===== src/hw/rtl/bed_pkg.sv =====
// ----------------------------------------------------------------------------
// Backslash escape decoder package
// Shared transaction types, decoder modes, character codes and queue status.
// ----------------------------------------------------------------------------
package bed_pkg;

  typedef struct packed {
    logic [7:0] text_byte;
    logic       is_arg_end;
    logic       is_final;
  } in_item_t;

  typedef struct packed {
    logic [7:0] out_byte;
    logic       last_of_run;
  } out_item_t;

  // One entry of the job queue: one or two bytes to be sent.
  typedef struct packed {
    logic       two;
    logic [7:0] byte0;
    logic [7:0] byte1;
  } job_t;

  typedef struct packed {
    logic full;
    logic empty;
  } q_stat_t;

  typedef enum logic [1:0] {
    MODE_NORMAL = 2'd0,
    MODE_ESCAPE = 2'd1,
    MODE_OCTAL  = 2'd2
  } mode_t;

  localparam logic [7:0] CH_BSLASH = 8'h5C;
  localparam logic [7:0] CH_ZERO   = 8'h30;
  localparam logic [7:0] CH_SEVEN  = 8'h37;
  localparam logic [7:0] CH_SPACE  = 8'h20;
  localparam logic [7:0] CH_LF     = 8'h0A;
  localparam logic [7:0] CH_LOW_A  = 8'h61;
  localparam logic [7:0] CH_LOW_B  = 8'h62;
  localparam logic [7:0] CH_LOW_C  = 8'h63;
  localparam logic [7:0] CH_LOW_F  = 8'h66;
  localparam logic [7:0] CH_LOW_N  = 8'h6E;
  localparam logic [7:0] CH_LOW_R  = 8'h72;
  localparam logic [7:0] CH_LOW_T  = 8'h74;
  localparam logic [7:0] CH_LOW_V  = 8'h76;
  localparam logic [7:0] CH_BEL    = 8'h07;
  localparam logic [7:0] CH_BS     = 8'h08;
  localparam logic [7:0] CH_HT     = 8'h09;
  localparam logic [7:0] CH_VT     = 8'h0B;
  localparam logic [7:0] CH_FF     = 8'h0C;
  localparam logic [7:0] CH_CR     = 8'h0D;

endpackage


===== src/hw/rtl/backslash_escape_decoder_core.sv =====
// ----------------------------------------------------------------------------
// Backslash escape decoder core
// Decodes echo-style backslash escapes in a stream of argument bytes.
//
//   Channel  Handshake          Payload
//   input    push / full        in_item  (text_byte, is_arg_end, is_final)
//   result   empty / pop        out_item (out_byte, last_of_run)
//
// An item is decoded in the cycle it is accepted and yields a job of zero,
// one or two bytes. The back end sends one byte per cycle while the
// result is popped, so the result port, not the input, is the limit.
// The input takes an item in every cycle while the job queue has room.
// Reset clears the decoder state, the queue and the result valid flag.
// ----------------------------------------------------------------------------
module backslash_escape_decoder_core #(
  parameter int MAX_OCTAL_DIGITS = 3,
  parameter int QUEUE_DEPTH      = 4
) (
  input  logic               clk,
  input  logic               rst_n,
  input  logic               push,
  output logic               full,
  input  bed_pkg::in_item_t  in_item,
  output logic               empty,
  input  logic               pop,
  output bed_pkg::out_item_t out_item
);

  bed_pkg::q_stat_t q_stat;
  bed_pkg::job_t    wr_job;
  bed_pkg::job_t    rd_job;
  logic             job_wr;
  logic             job_rd;

  bed_front #(
    .MAX_OCTAL_DIGITS(MAX_OCTAL_DIGITS)
  ) u_front (
    .clk     (clk),
    .rst_n   (rst_n),
    .push    (push),
    .full    (full),
    .in_item (in_item),
    .q_stat  (q_stat),
    .job_wr  (job_wr),
    .job     (wr_job)
  );

  bed_queue #(
    .DEPTH(QUEUE_DEPTH)
  ) u_queue (
    .clk    (clk),
    .rst_n  (rst_n),
    .wr_en  (job_wr),
    .wr_job (wr_job),
    .rd_en  (job_rd),
    .rd_job (rd_job),
    .q_stat (q_stat)
  );

  bed_back u_back (
    .clk      (clk),
    .rst_n    (rst_n),
    .q_stat   (q_stat),
    .rd_job   (rd_job),
    .rd_en    (job_rd),
    .empty    (empty),
    .pop      (pop),
    .out_item (out_item)
  );

endmodule


===== src/hw/rtl/bed_front.sv =====
// ----------------------------------------------------------------------------
// Backslash escape decoder front end
// Accepts input transactions, tracks the escape state and turns each item
// into at most one job of one or two output bytes for the queue.
// ----------------------------------------------------------------------------
module bed_front #(
  parameter int MAX_OCTAL_DIGITS = 3
) (
  input  logic              clk,
  input  logic              rst_n,
  input  logic              push,
  output logic              full,
  input  bed_pkg::in_item_t in_item,
  input  bed_pkg::q_stat_t  q_stat,
  output logic              job_wr,
  output bed_pkg::job_t     job
);

  localparam logic [1:0] MaxDigits = 2'(MAX_OCTAL_DIGITS);

  bed_pkg::mode_t mode_r, mode_nxt;
  logic [1:0]     oct_cnt_r, oct_cnt_nxt;
  logic [8:0]     oct_val_r, oct_val_nxt;
  logic           stopped_r, stopped_nxt;

  logic       accept;
  logic [7:0] b;
  logic       is_digit;
  logic       is_bslash;
  logic [8:0] oct_val_inc;
  logic [1:0] oct_cnt_inc;
  logic       oct_done;
  logic [1:0] n_out;
  logic [7:0] e0, e1;

  assign full        = q_stat.full;
  assign accept      = push && !q_stat.full;
  assign b           = in_item.text_byte;
  assign is_digit    = b inside {[bed_pkg::CH_ZERO:bed_pkg::CH_SEVEN]};
  assign is_bslash   = (b == bed_pkg::CH_BSLASH);
  assign oct_val_inc = {oct_val_r[5:0], b[2:0]};
  assign oct_cnt_inc = oct_cnt_r + 2'd1;
  assign oct_done    = (oct_cnt_inc >= MaxDigits);

  always_comb begin
    mode_nxt    = mode_r;
    oct_cnt_nxt = oct_cnt_r;
    oct_val_nxt = oct_val_r;
    stopped_nxt = stopped_r;
    if (stopped_r) begin
      if (in_item.is_arg_end && in_item.is_final) begin
        mode_nxt    = bed_pkg::MODE_NORMAL;
        oct_cnt_nxt = 2'd0;
        oct_val_nxt = 9'd0;
        stopped_nxt = 1'b0;
      end
    end else if (in_item.is_arg_end) begin
      mode_nxt    = bed_pkg::MODE_NORMAL;
      oct_cnt_nxt = 2'd0;
      oct_val_nxt = 9'd0;
    end else begin
      case (mode_r)
        bed_pkg::MODE_ESCAPE: begin
          mode_nxt = bed_pkg::MODE_NORMAL;
          case (b)
            bed_pkg::CH_LOW_C: stopped_nxt = 1'b1;
            bed_pkg::CH_ZERO: begin
              mode_nxt    = bed_pkg::MODE_OCTAL;
              oct_cnt_nxt = 2'd0;
              oct_val_nxt = 9'd0;
            end
            default: ;
          endcase
        end
        bed_pkg::MODE_OCTAL: begin
          if (is_digit && !oct_done) begin
            oct_val_nxt = oct_val_inc;
            oct_cnt_nxt = oct_cnt_inc;
          end else begin
            mode_nxt    = (!is_digit && is_bslash) ? bed_pkg::MODE_ESCAPE
                                                   : bed_pkg::MODE_NORMAL;
            oct_cnt_nxt = 2'd0;
            oct_val_nxt = 9'd0;
          end
        end
        default: begin
          mode_nxt = is_bslash ? bed_pkg::MODE_ESCAPE : bed_pkg::MODE_NORMAL;
        end
      endcase
    end
  end

  always_comb begin
    n_out = 2'd0;
    e0    = b;
    e1    = b;
    if (stopped_r) begin
      n_out = 2'd0;
    end else if (in_item.is_arg_end) begin
      e1 = in_item.is_final ? bed_pkg::CH_LF : bed_pkg::CH_SPACE;
      case (mode_r)
        bed_pkg::MODE_ESCAPE: begin
          n_out = 2'd2;
          e0    = bed_pkg::CH_BSLASH;
        end
        bed_pkg::MODE_OCTAL: begin
          n_out = 2'd2;
          e0    = oct_val_r[7:0];
        end
        default: begin
          n_out = 2'd1;
          e0    = e1;
        end
      endcase
    end else begin
      case (mode_r)
        bed_pkg::MODE_ESCAPE: begin
          n_out = 2'd1;
          case (b)
            bed_pkg::CH_LOW_A:  e0 = bed_pkg::CH_BEL;
            bed_pkg::CH_LOW_B:  e0 = bed_pkg::CH_BS;
            bed_pkg::CH_LOW_F:  e0 = bed_pkg::CH_FF;
            bed_pkg::CH_LOW_N:  e0 = bed_pkg::CH_LF;
            bed_pkg::CH_LOW_R:  e0 = bed_pkg::CH_CR;
            bed_pkg::CH_LOW_T:  e0 = bed_pkg::CH_HT;
            bed_pkg::CH_LOW_V:  e0 = bed_pkg::CH_VT;
            bed_pkg::CH_BSLASH: e0 = bed_pkg::CH_BSLASH;
            bed_pkg::CH_LOW_C:  n_out = 2'd0;
            bed_pkg::CH_ZERO:   n_out = 2'd0;
            default: begin
              n_out = 2'd2;
              e0    = bed_pkg::CH_BSLASH;
            end
          endcase
        end
        bed_pkg::MODE_OCTAL: begin
          if (is_digit) begin
            n_out = oct_done ? 2'd1 : 2'd0;
            e0    = oct_val_inc[7:0];
          end else begin
            n_out = is_bslash ? 2'd1 : 2'd2;
            e0    = oct_val_r[7:0];
          end
        end
        default: begin
          n_out = is_bslash ? 2'd0 : 2'd1;
          e0    = b;
        end
      endcase
    end
  end

  assign job_wr    = accept && (n_out != 2'd0);
  assign job.two   = (n_out == 2'd2);
  assign job.byte0 = e0;
  assign job.byte1 = e1;

  always_ff @(posedge clk) begin
    if (!rst_n) begin
      mode_r    <= bed_pkg::MODE_NORMAL;
      oct_cnt_r <= 2'd0;
      oct_val_r <= 9'd0;
      stopped_r <= 1'b0;
    end else if (accept) begin
      mode_r    <= mode_nxt;
      oct_cnt_r <= oct_cnt_nxt;
      oct_val_r <= oct_val_nxt;
      stopped_r <= stopped_nxt;
    end
  end

endmodule


===== src/hw/rtl/bed_queue.sv =====
// ----------------------------------------------------------------------------
// Backslash escape decoder job queue
// Short first-in first-out queue of byte jobs between front and back end.
// ----------------------------------------------------------------------------
module bed_queue #(
  parameter int DEPTH = 4
) (
  input  logic             clk,
  input  logic             rst_n,
  input  logic             wr_en,
  input  bed_pkg::job_t    wr_job,
  input  logic             rd_en,
  output bed_pkg::job_t    rd_job,
  output bed_pkg::q_stat_t q_stat
);

  localparam int PtrW = (DEPTH > 1) ? $clog2(DEPTH) : 1;
  localparam int CntW = $clog2(DEPTH + 1);
  localparam logic [PtrW-1:0] LastPtr = PtrW'(DEPTH - 1);
  localparam logic [CntW-1:0] FullCnt = CntW'(DEPTH);

  bed_pkg::job_t   store_r [DEPTH];
  logic [PtrW-1:0] wr_ptr_r, wr_ptr_nxt;
  logic [PtrW-1:0] rd_ptr_r, rd_ptr_nxt;
  logic [CntW-1:0] cnt_r, cnt_nxt;

  assign q_stat.full  = (cnt_r == FullCnt);
  assign q_stat.empty = (cnt_r == '0);
  assign rd_job       = store_r[rd_ptr_r];

  always_comb begin
    wr_ptr_nxt = wr_ptr_r;
    rd_ptr_nxt = rd_ptr_r;
    cnt_nxt    = cnt_r;
    if (wr_en) begin
      wr_ptr_nxt = (wr_ptr_r == LastPtr) ? '0 : wr_ptr_r + 1'b1;
    end
    if (rd_en) begin
      rd_ptr_nxt = (rd_ptr_r == LastPtr) ? '0 : rd_ptr_r + 1'b1;
    end
    if (wr_en && !rd_en) begin
      cnt_nxt = cnt_r + 1'b1;
    end else if (rd_en && !wr_en) begin
      cnt_nxt = cnt_r - 1'b1;
    end
  end

  always_ff @(posedge clk) begin
    if (!rst_n) begin
      wr_ptr_r <= '0;
      rd_ptr_r <= '0;
      cnt_r    <= '0;
    end else begin
      wr_ptr_r <= wr_ptr_nxt;
      rd_ptr_r <= rd_ptr_nxt;
      cnt_r    <= cnt_nxt;
    end
  end

  always_ff @(posedge clk) begin
    if (wr_en) begin
      store_r[wr_ptr_r] <= wr_job;
    end
  end

`ifndef ASSERT_OFF
  a_cnt_range: assert property (@(posedge clk) disable iff (!rst_n)
    cnt_r <= FullCnt)
    else $error("Queue count exceeds its depth.");
  a_no_overflow: assert property (@(posedge clk) disable iff (!rst_n)
    wr_en |-> !q_stat.full)
    else $error("Queue written while full.");
  a_no_underflow: assert property (@(posedge clk) disable iff (!rst_n)
    rd_en |-> !q_stat.empty)
    else $error("Queue read while empty.");
`endif

endmodule


===== src/hw/rtl/bed_back.sv =====
// ----------------------------------------------------------------------------
// Backslash escape decoder back end
// Takes jobs from the queue and presents their bytes one transaction at a
// time from a holding register.
// ----------------------------------------------------------------------------
module bed_back (
  input  logic               clk,
  input  logic               rst_n,
  input  bed_pkg::q_stat_t   q_stat,
  input  bed_pkg::job_t      rd_job,
  output logic               rd_en,
  output logic               empty,
  input  logic               pop,
  output bed_pkg::out_item_t out_item
);

  bed_pkg::job_t job_r, job_nxt;
  logic          valid_r, valid_nxt;
  logic          sel_r, sel_nxt;
  logic          taken;

  assign taken = pop && valid_r;
  assign empty = !valid_r;

  assign out_item.out_byte    = sel_r ? job_r.byte1 : job_r.byte0;
  assign out_item.last_of_run = !job_r.two || sel_r;

  always_comb begin
    job_nxt   = job_r;
    valid_nxt = valid_r;
    sel_nxt   = sel_r;
    rd_en     = 1'b0;
    if (taken && job_r.two && !sel_r) begin
      sel_nxt = 1'b1;
    end else if (taken || !valid_r) begin
      rd_en     = !q_stat.empty;
      valid_nxt = !q_stat.empty;
      job_nxt   = rd_job;
      sel_nxt   = 1'b0;
    end
  end

  always_ff @(posedge clk) begin
    if (!rst_n) begin
      valid_r <= 1'b0;
      sel_r   <= 1'b0;
    end else begin
      valid_r <= valid_nxt;
      sel_r   <= sel_nxt;
    end
  end

  always_ff @(posedge clk) begin
    job_r <= job_nxt;
  end

`ifndef ASSERT_OFF
  a_sel_two: assert property (@(posedge clk) disable iff (!rst_n)
    sel_r |-> (valid_r && job_r.two))
    else $error("Second byte selected on a job without one.");
  a_no_drop: assert property (@(posedge clk) disable iff (!rst_n)
    (valid_r && !pop) |=> (valid_r && $stable(sel_r)))
    else $error("Waiting result changed without being taken.");
  a_refill: assert property (@(posedge clk) disable iff (!rst_n)
    (!valid_r && !q_stat.empty) |-> rd_en)
    else $error("Back end idle while jobs wait.");
`endif

endmodule

===== config.mk =====
export PLATFORM = sky130hd
export DESIGN_NAME = backslash_escape_decoder_core
export DESIGN_NICKNAME = d
export VERILOG_FILES = /design/src/hw/rtl/bed_pkg.sv /design/src/hw/rtl/backslash_escape_decoder_core.sv /design/src/hw/rtl/bed_front.sv /design/src/hw/rtl/bed_queue.sv /design/src/hw/rtl/bed_back.sv
export SDC_FILE = /design/constraint.sdc
export NUM_CORES = 1
export LEC_CHECK = 0
export ABC_CLOCK_PERIOD_IN_PS = 3800
export BUFFER_PORTS_ARGS = -buffer_cell sky130_fd_sc_hd__buf_2
export CORE_ASPECT_RATIO = 0.7
export CORE_MARGIN = 4
export CORE_UTILIZATION = 30
export DETAILED_ROUTE_END_ITERATION = 10
export SLEW_MARGIN = 20
export SYNTH_ARGS = -nofsm -noshare
export SYNTH_HDL_FRONTEND = slang
export SYNTH_SLANG_ARGS = --single-unit

===== constraint.sdc =====
create_clock -name clk -period 3.8 [get_ports clk]
set_input_delay 0.76 -clock clk [delete_from_list [all_inputs] [get_ports clk]]
set_output_delay 0.76 -clock clk [all_outputs]
set_load 0.05 [all_outputs]

==> results of run 1 <==
==> worst max-delay path by stage <==
stage,startpoint,to,slack (ns),cells after the start
CTS,in_item[5],u_queue.cnt_r[2],0.73,14
global placement,in_item[5],u_queue.cnt_r[2],0.45,14
detailed placement,in_item[5],u_queue.cnt_r[2],0.37,14
floorplan,u_queue.cnt_r[0],u_queue.cnt_r[2],0.26,12
finish,in_item[5],u_queue.cnt_r[2],0.69,14
global route,in_item[5],u_queue.cnt_r[2],0.50,14
==> sequential cells by signal, summed over array words and instances, names as in the netlist <==
| register | count |
|---|---|
| u_front.oct_val_r | 8 |
| u_queue.wr_ptr_r | 2 |
| u_queue.cnt_r | 3 |
| u_back.sel_r | 1 |
| u_front.stopped_r | 1 |
| u_back.valid_r | 1 |
| u_queue.rd_ptr_r | 2 |
| u_front.oct_cnt_r | 2 |
| u_queue.store_r | 68 |
| u_back.job_r | 17 |
| u_front.mode_r | 2 |
==> critical path, cell delays in order <==
cell	delay, ns
buf_2	0.21
and4bb_2	0.29
nand3_1	0.16
nand3_1	0.14
o21ai_1	0.24
a31o_1	0.22
a31oi_4	0.04
inv_1	0.07
ha_1	0.18
inv_1	0.06
fa_1	0.37
xor2_1	0.17
or3_1	0.30
a21boi_0	0.15
==> kinds of logic after synthesis <==
kind of cell,synth area share
AO/OA/AOI/OAI,0.0983
XOR/XNOR,0.00349
adder cells (fa/ha/maj),0.0264
buffers and inverters,0.0296
flip-flops,0.595
multiplexers,0.114
AND/OR/NAND/NOR,0.132
==> power by group through the flow <==
stage          clock network (mW)  logic (mW)  registers (mW)
6_report                    0.862       0.983            1.63
5_1_grt                     0.938        1.08            1.65
4_1_cts                     0.884        1.00            1.63
3_5_place_dp                    0       0.998            1.66
3_3_place_gp                    0       0.982            1.65
2_1_floorplan                   0       0.802            1.60
==> metrics by stage <==
step           instances   util
2_1_floorplan        395      -
3_3_place_gp         629  0.329
3_5_place_dp         629  0.329
4_1_cts              645  0.346
5_1_grt              645  0.346
6_report             645  0.346
==> layout make-up <==
cell class,instances,area [sq um]
clock buffers,11,233
well taps,225,282
flip-flops and latches,107,2990
clock inverters,5,38.8
inverters,14,52.6
multi-input cells,250,1880
repair buffers,33,188
fillers,1638,10700
==> synthesized netlist by cell type, types with 2 or more instances <==
master and instances:
nor3_1 9, o22ai_1 2, nor2_1 15, mux2_2 9, nand2b_1 7, mux4_2 17
nand2_1 50, a21oi_1 15, o21ai_0 18, a31oi_1 4, edfxtp_1 85, nor4_1 2
inv_1 14, nor3b_1 2, buf_2 5, a32o_1 2, nand4_1 2, and2_1 5
o41ai_1 2, dfxtp_1 22, nand3_1 17, clkbuf_1 18, ha_1 9, mux2i_1 9
a32oi_1 3, nor2b_1 9, a21boi_0 13
==> metal layers <==
metal  vias up  part of all wire  wire length (microns)
li1       1516                 -                      -
met1      1596              0.52                   5650
met2        58              0.44                   4810
met3         6             0.042                    465
met4         0            0.0026                     29
met5         -                 0                      0
==> summary.md, run 1 <==
| Metric | Value |
|---|---|
| Share of cells above drive strength 1 | `0.190` |
| M3 GR Usage | `0.0307` |
| Asr flop ratio synth | `0` |
| Initial DRC count | `250` |
| Met1 Track Usage GR | `0.183` |
| Worst slew pin tran | `0.952 ns` |
| Reg2reg setup slack | `approximately 0.87 ns` |
| Final worst-path cycle share | `0.818` |
| Mapped Area | `~0.005 sq mm` |
| PortBufs | `24` |
| Period minus WS final | `a little over 3 ns` |
| DIE AREA | `0.0189 sq mm` |
| TritonCTS Sinks | `107` |
| Die height | `116 microns` |
| Hold depth | `2` |
| Setup Skew | `0.00909 ns` |
| Mean post-synth cell area | `12.7 sq um` |
| Hold-fix buffers, CTS | `0` |
| Post-synthesis register bit count | `107` |
| Area Growth Syn to Fin | `12.8%` |
| Arrival time at the worst endpoint | `3.38 ns` |
| Mean routed wirelength per cell | `17.0 microns` |
| Power Density | `612 mW/mm^2` |
| Hold crit path type | `reg2reg` |
| Crit Path Max Fanout | `11` |
| Reg-to-reg endpoint | `u_queue.cnt_r[2]` |
| HP Start | `u_front.oct_val_r[7]` |
| Remaining antenna violation count | `0` |
| Setup TNS Final | `0 ns` |
| FP Rows | `39` |
| Global routing's busiest layer | `met1` |
| Post-DP HPWL | `7860 microns` |
| Slew Limit Headroom | `0.365` |
| P_sw | `1.11 mW` |
| Design Power | `3.47 mW` |
| Clk slew on worst S/H paths | `about 0.070 ns` |
| Total I/O pin count | `25` |
| Detailed-router iteration count before antenna repair | `5` |
| # setup viols final | `0` |
| FMAX | `322 MHz` |
| Vias/cell | `4.92` |
| Synthesized Nets | `~420` |
| Clock Latency Late Sink | `0.34 ns` |
| Post-Place Worst Slack | `0.367 ns` |
| Critical path class | `in2reg` |
| Final Max Slew Viols | `0` |
| WHS Endpoint | `u_front.oct_val_r[7]` |
| Clock power share | `0.248` |
| Register area share after synthesis | `0.595` |
| Primary FF master, synth | `edfxtp_1` |
| Unrepaired setup endpoints after global routing | `no` |
| Fin. Hold Viols | `0` |
| CTS tree | `built` |
| Initial core utilization | `0.307` |
| CTS buffer count | `9` |
| Worst-case reg-to-reg path depth | `12` |
| Max cap viols | `0` |
| Internal Power | `about 2.4 mW` |
| Largest net degree at the start of global routing | `25` |
| Commonest non-fill, non-tap cell in the layout | `edfxtp_1` |
| Final instance area | `between 0.005 and 0.006 sq mm` |
| Die X | `163 microns` |
| Post-synthesis instance total | `just under 400` |
| LEAKAGE | `around 1.9 nW` |
| EDFF count, synth | `85` |
| CTS root buffer | `clkbuf_16` |
| Critical Path End Type | `register` |
| Vias in the first global route | `3141` |
| Switching Fraction | `0.320` |
| Gr usage total | `0.121` |
| Diode count | `0` |
| Startpoint class of the critical path | `primary input` |
| R2r startpoint | `u_front.mode_r[0]` |
| Synthesis warning total | `0` |
| Vias | `between 3000 and 4000` |
| Most frequent cells in the layout | `edfxtp_1 (85), nand2_1 (50), buf_2 (24), dfxtp_1 (22), o21ai_0 (18)` |
| Top-area cell type share of the netlist area | `0.508` |
| Combinational Power Share | `0.283` |
| DR DRC count | `0` |
| Routed wire length | `11000 microns` |
| Top post-synthesis cells by area | `edfxtp_1 (51%), dfxtp_1 (8.8%), mux4_2 (7.6%)` |
| Number of gates resized after CTS | `0` |
| # nets final | `439` |
| Status | `completed` |
| Core area | `0.0164 sq mm` |
| Initial antenna violation count | `0` |
| Worst hold slack | `approximately 0.46 ns` |
| Seq pwr share | `0.469` |
| Area leader, netlist | `edfxtp_1` |
| Setup WS post-layout | `0.692 ns` |
| Met2 global-route usage | `0.179` |
| H-tree depth | `3` |
| Grt ovf | `0` |
| Dpl cell area | `roughly 0.0054 sq mm` |
| Critical Path RT | `roughly 4 ns` |
| Setup Buffers After CTS | `0` |
| RD Place Congestion | `around 0.94` |
| Worst vdd ir | `0.000256 V` |
| First-pass GRT wire length | `17700 microns` |
| Buffer depth of the longest clock path | `2` |
| Netlist cell types | `57` |
No activity file was read; power rests on OpenSTA's default activity.
==> run 2, diff against run 1 <==
ABC_CLOCK_PERIOD_IN_PS = 2800   (was 3800)
clock period = 2.8 ns   (was 3.8 ns; I/O delays follow)
==> run 2 against run 1 <==
  * Sequential share of layout area decreased by 4.1 points
  * Core utilization grew 2.9 points
  * Critical endpoint unchanged
  * Register-to-register slack worse by 0.63 ns
  * Largest power group unchanged
==> summary.md, run 2 (synthesis results as in run 1) <==
| Metric | Value |
|---|---|
| Status | `completed` |
| Diode count | `0` |
| Worst-path cell chain | `clkbuf_4, nor4b_4, buf_4, nand3_1, nand2_1, nand2_1, nand2_1, a31oi_4, inv_1, ha_2, inv_2, fa_2, xor2_1, or3_1, a21boi_1` |
| FP Rows | `39` |
| Gr usage total | `0.129` |
| Vias | `3384` |
| Critical Path RT | `3.07 ns` |
| Fillers | `1612` |
| Total I/O pin count | `25` |
| Commonest non-fill, non-tap cell in the layout | `edfxtp_1` |
| Critical path class | `in2reg` |
| Hold-fix buffers, CTS | `0` |
| Max cap viols | `0` |
| Routed wire length | `11500 microns` |
| Grt ovf | `0` |
| Setup Skew | `0.0110 ns` |
| Critical Path End Type | `register` |
| LEAKAGE | `2.17 nW` |
| Largest net degree at the start of global routing | `25` |
| CP max stage cell | `nor4b_4` |
| Initial core utilization | `0.307` |
| Post-DP HPWL | `8140 microns` |
| Mean routed wirelength per cell | `16.8 microns` |
| Hold depth | `2` |
| FMAX | `between 300 and 400 MHz` |
| Fin. Hold Viols | `0` |
| Initial DRC count | `197` |
| Worst vdd ir | `0.000330 V` |
| Utilization after layout | `0.375` |
| Clk slew on worst S/H paths | `0.07 ns` |
| Crit Path Max Fanout | `6` |
| Clock Latency Late Sink | `0.34 ns` |
| Final Max Slew Viols | `0` |
| Die height | `~120 microns` |
| Crit path top cell by count | `nand2_1` |
| Power Density | `around 800 mW/mm^2` |
| Most frequent cells in the layout | `edfxtp_1 (85), nand2_1 (50), buf_4 (49), buf_2 (23), dfxtp_1 (22)` |
| Detailed-router iteration count before antenna repair | `5` |
| CTS tree | `built` |
| Slew Limit Headroom | `0.537` |
| Vias/cell | `4.92` |
| PortBufs | `24` |
| Hold crit path type | `reg2reg` |
| Biggest register | `u_queue.store_r` |
| Worst slew pin tran | `0.685 ns` |
| CTS buffer count | `9` |
| Post-Place Worst Slack | `-0.199 ns` |
| Remaining antenna violation count | `0` |
| First-pass GRT wire length | `18600 microns` |
| Final worst-path cycle share | `0.932` |
| Area Growth Syn to Fin | `22.2%` |
| Startpoint class of the critical path | `primary input` |
| CTS root buffer | `clkbuf_16` |
| Initial antenna violation count | `0` |
| Buffer depth of the longest clock path | `2` |
| Setup TNS Final | `0 ns` |
| TritonCTS Sinks | `107` |
| Setup WS post-layout | `~0.19 ns` |
| Core area | `approximately 0.016 sq mm` |
| DR DRC count | `0` |
| DIE AREA | `0.0189 sq mm` |
| RD Place Congestion | `0.905` |
| Period minus WS final | `2.61 ns` |
| Worst-case reg-to-reg path depth | `12` |
| Vias in the first global route | `3405` |
| # nets final | `about 480` |
| Largest registers | `u_queue.store_r (68), u_back.job_r (17), u_front.oct_val_r (8)` |
| Largest register FFs | `68` |
| Die X | `163 microns` |
| H-tree depth | `3` |
| # setup viols final | `0` |
| Share of cells above drive strength 1 | `0.292` |
| Max incr delay on CP | `0.35 ns` |
| Reg2reg setup slack | `0.24 ns` |
| Arrival time at the worst endpoint | `2.88 ns` |
run 2: what timing repair did:
item,CTS,global route
setup endpoints to repair,0,2
gates resized for setup,0,7
buffers inserted,0,2
run 2: power by group:
group          total, mW  switching, mW  internal (mW)  leakage [nW]
combinational       1.49          0.886          0.601          1.04
clock               1.29          0.577          0.709         0.151
sequential          2.17         0.0971           2.07         0.977
run 2: area by class of cell:
class	instances	area, sq um	area share
timing repair buffer	77	571	0.0929
clock buffer	9	225	0.0367
inverter	14	52.6	0.00855
tap	225	282	0.0458
sequential	107	2990	0.487
clock inverter	6	83.8	0.0136
multi-input combinational	250	1940	0.315
run 2: routing by layer:
metal / track usage / part of all wire / routed length [microns]
met3: 0.0296 / 0.052 / 605
met1: 0.188 / 0.50 / 5820
met5: 0 / 0 / 0
met4: 0.0324 / 0.0041 / 47
met2: 0.194 / 0.44 / 5060
run 2: worst max-delay path: cells and delay by family:
family | cells | cell delay [ns]
buf+inv | 4 | 0.44
xor+xnor | 1 | 0.17
compound gates | 2 | 0.22
fa+ha+maj | 2 | 0.52
simple gates | 6 | 0.97
run 2: through the flow:
stage	area, sq um	std cells	power [mW]	hold slack (ns)
4_1_cts	6090	686	5.01	0.472
3_3_place_gp	5790	671	3.67	0.452
5_1_grt	6140	688	5.21	0.498
6_report	6140	688	4.94	0.469
2_1_floorplan	5060	395	3.28	0.437
3_5_place_dp	5790	671	3.71	0.461
run 2: final timing paths:
kind                                           start              endpoint
worst max-delay path                      in_item[9]      u_queue.cnt_r[2]
worst min-delay path            u_front.oct_val_r[7]  u_front.oct_val_r[7]
worst max register to register     u_front.mode_r[0]      u_queue.cnt_r[2]
worst min register to register  u_front.oct_val_r[7]  u_front.oct_val_r[7]
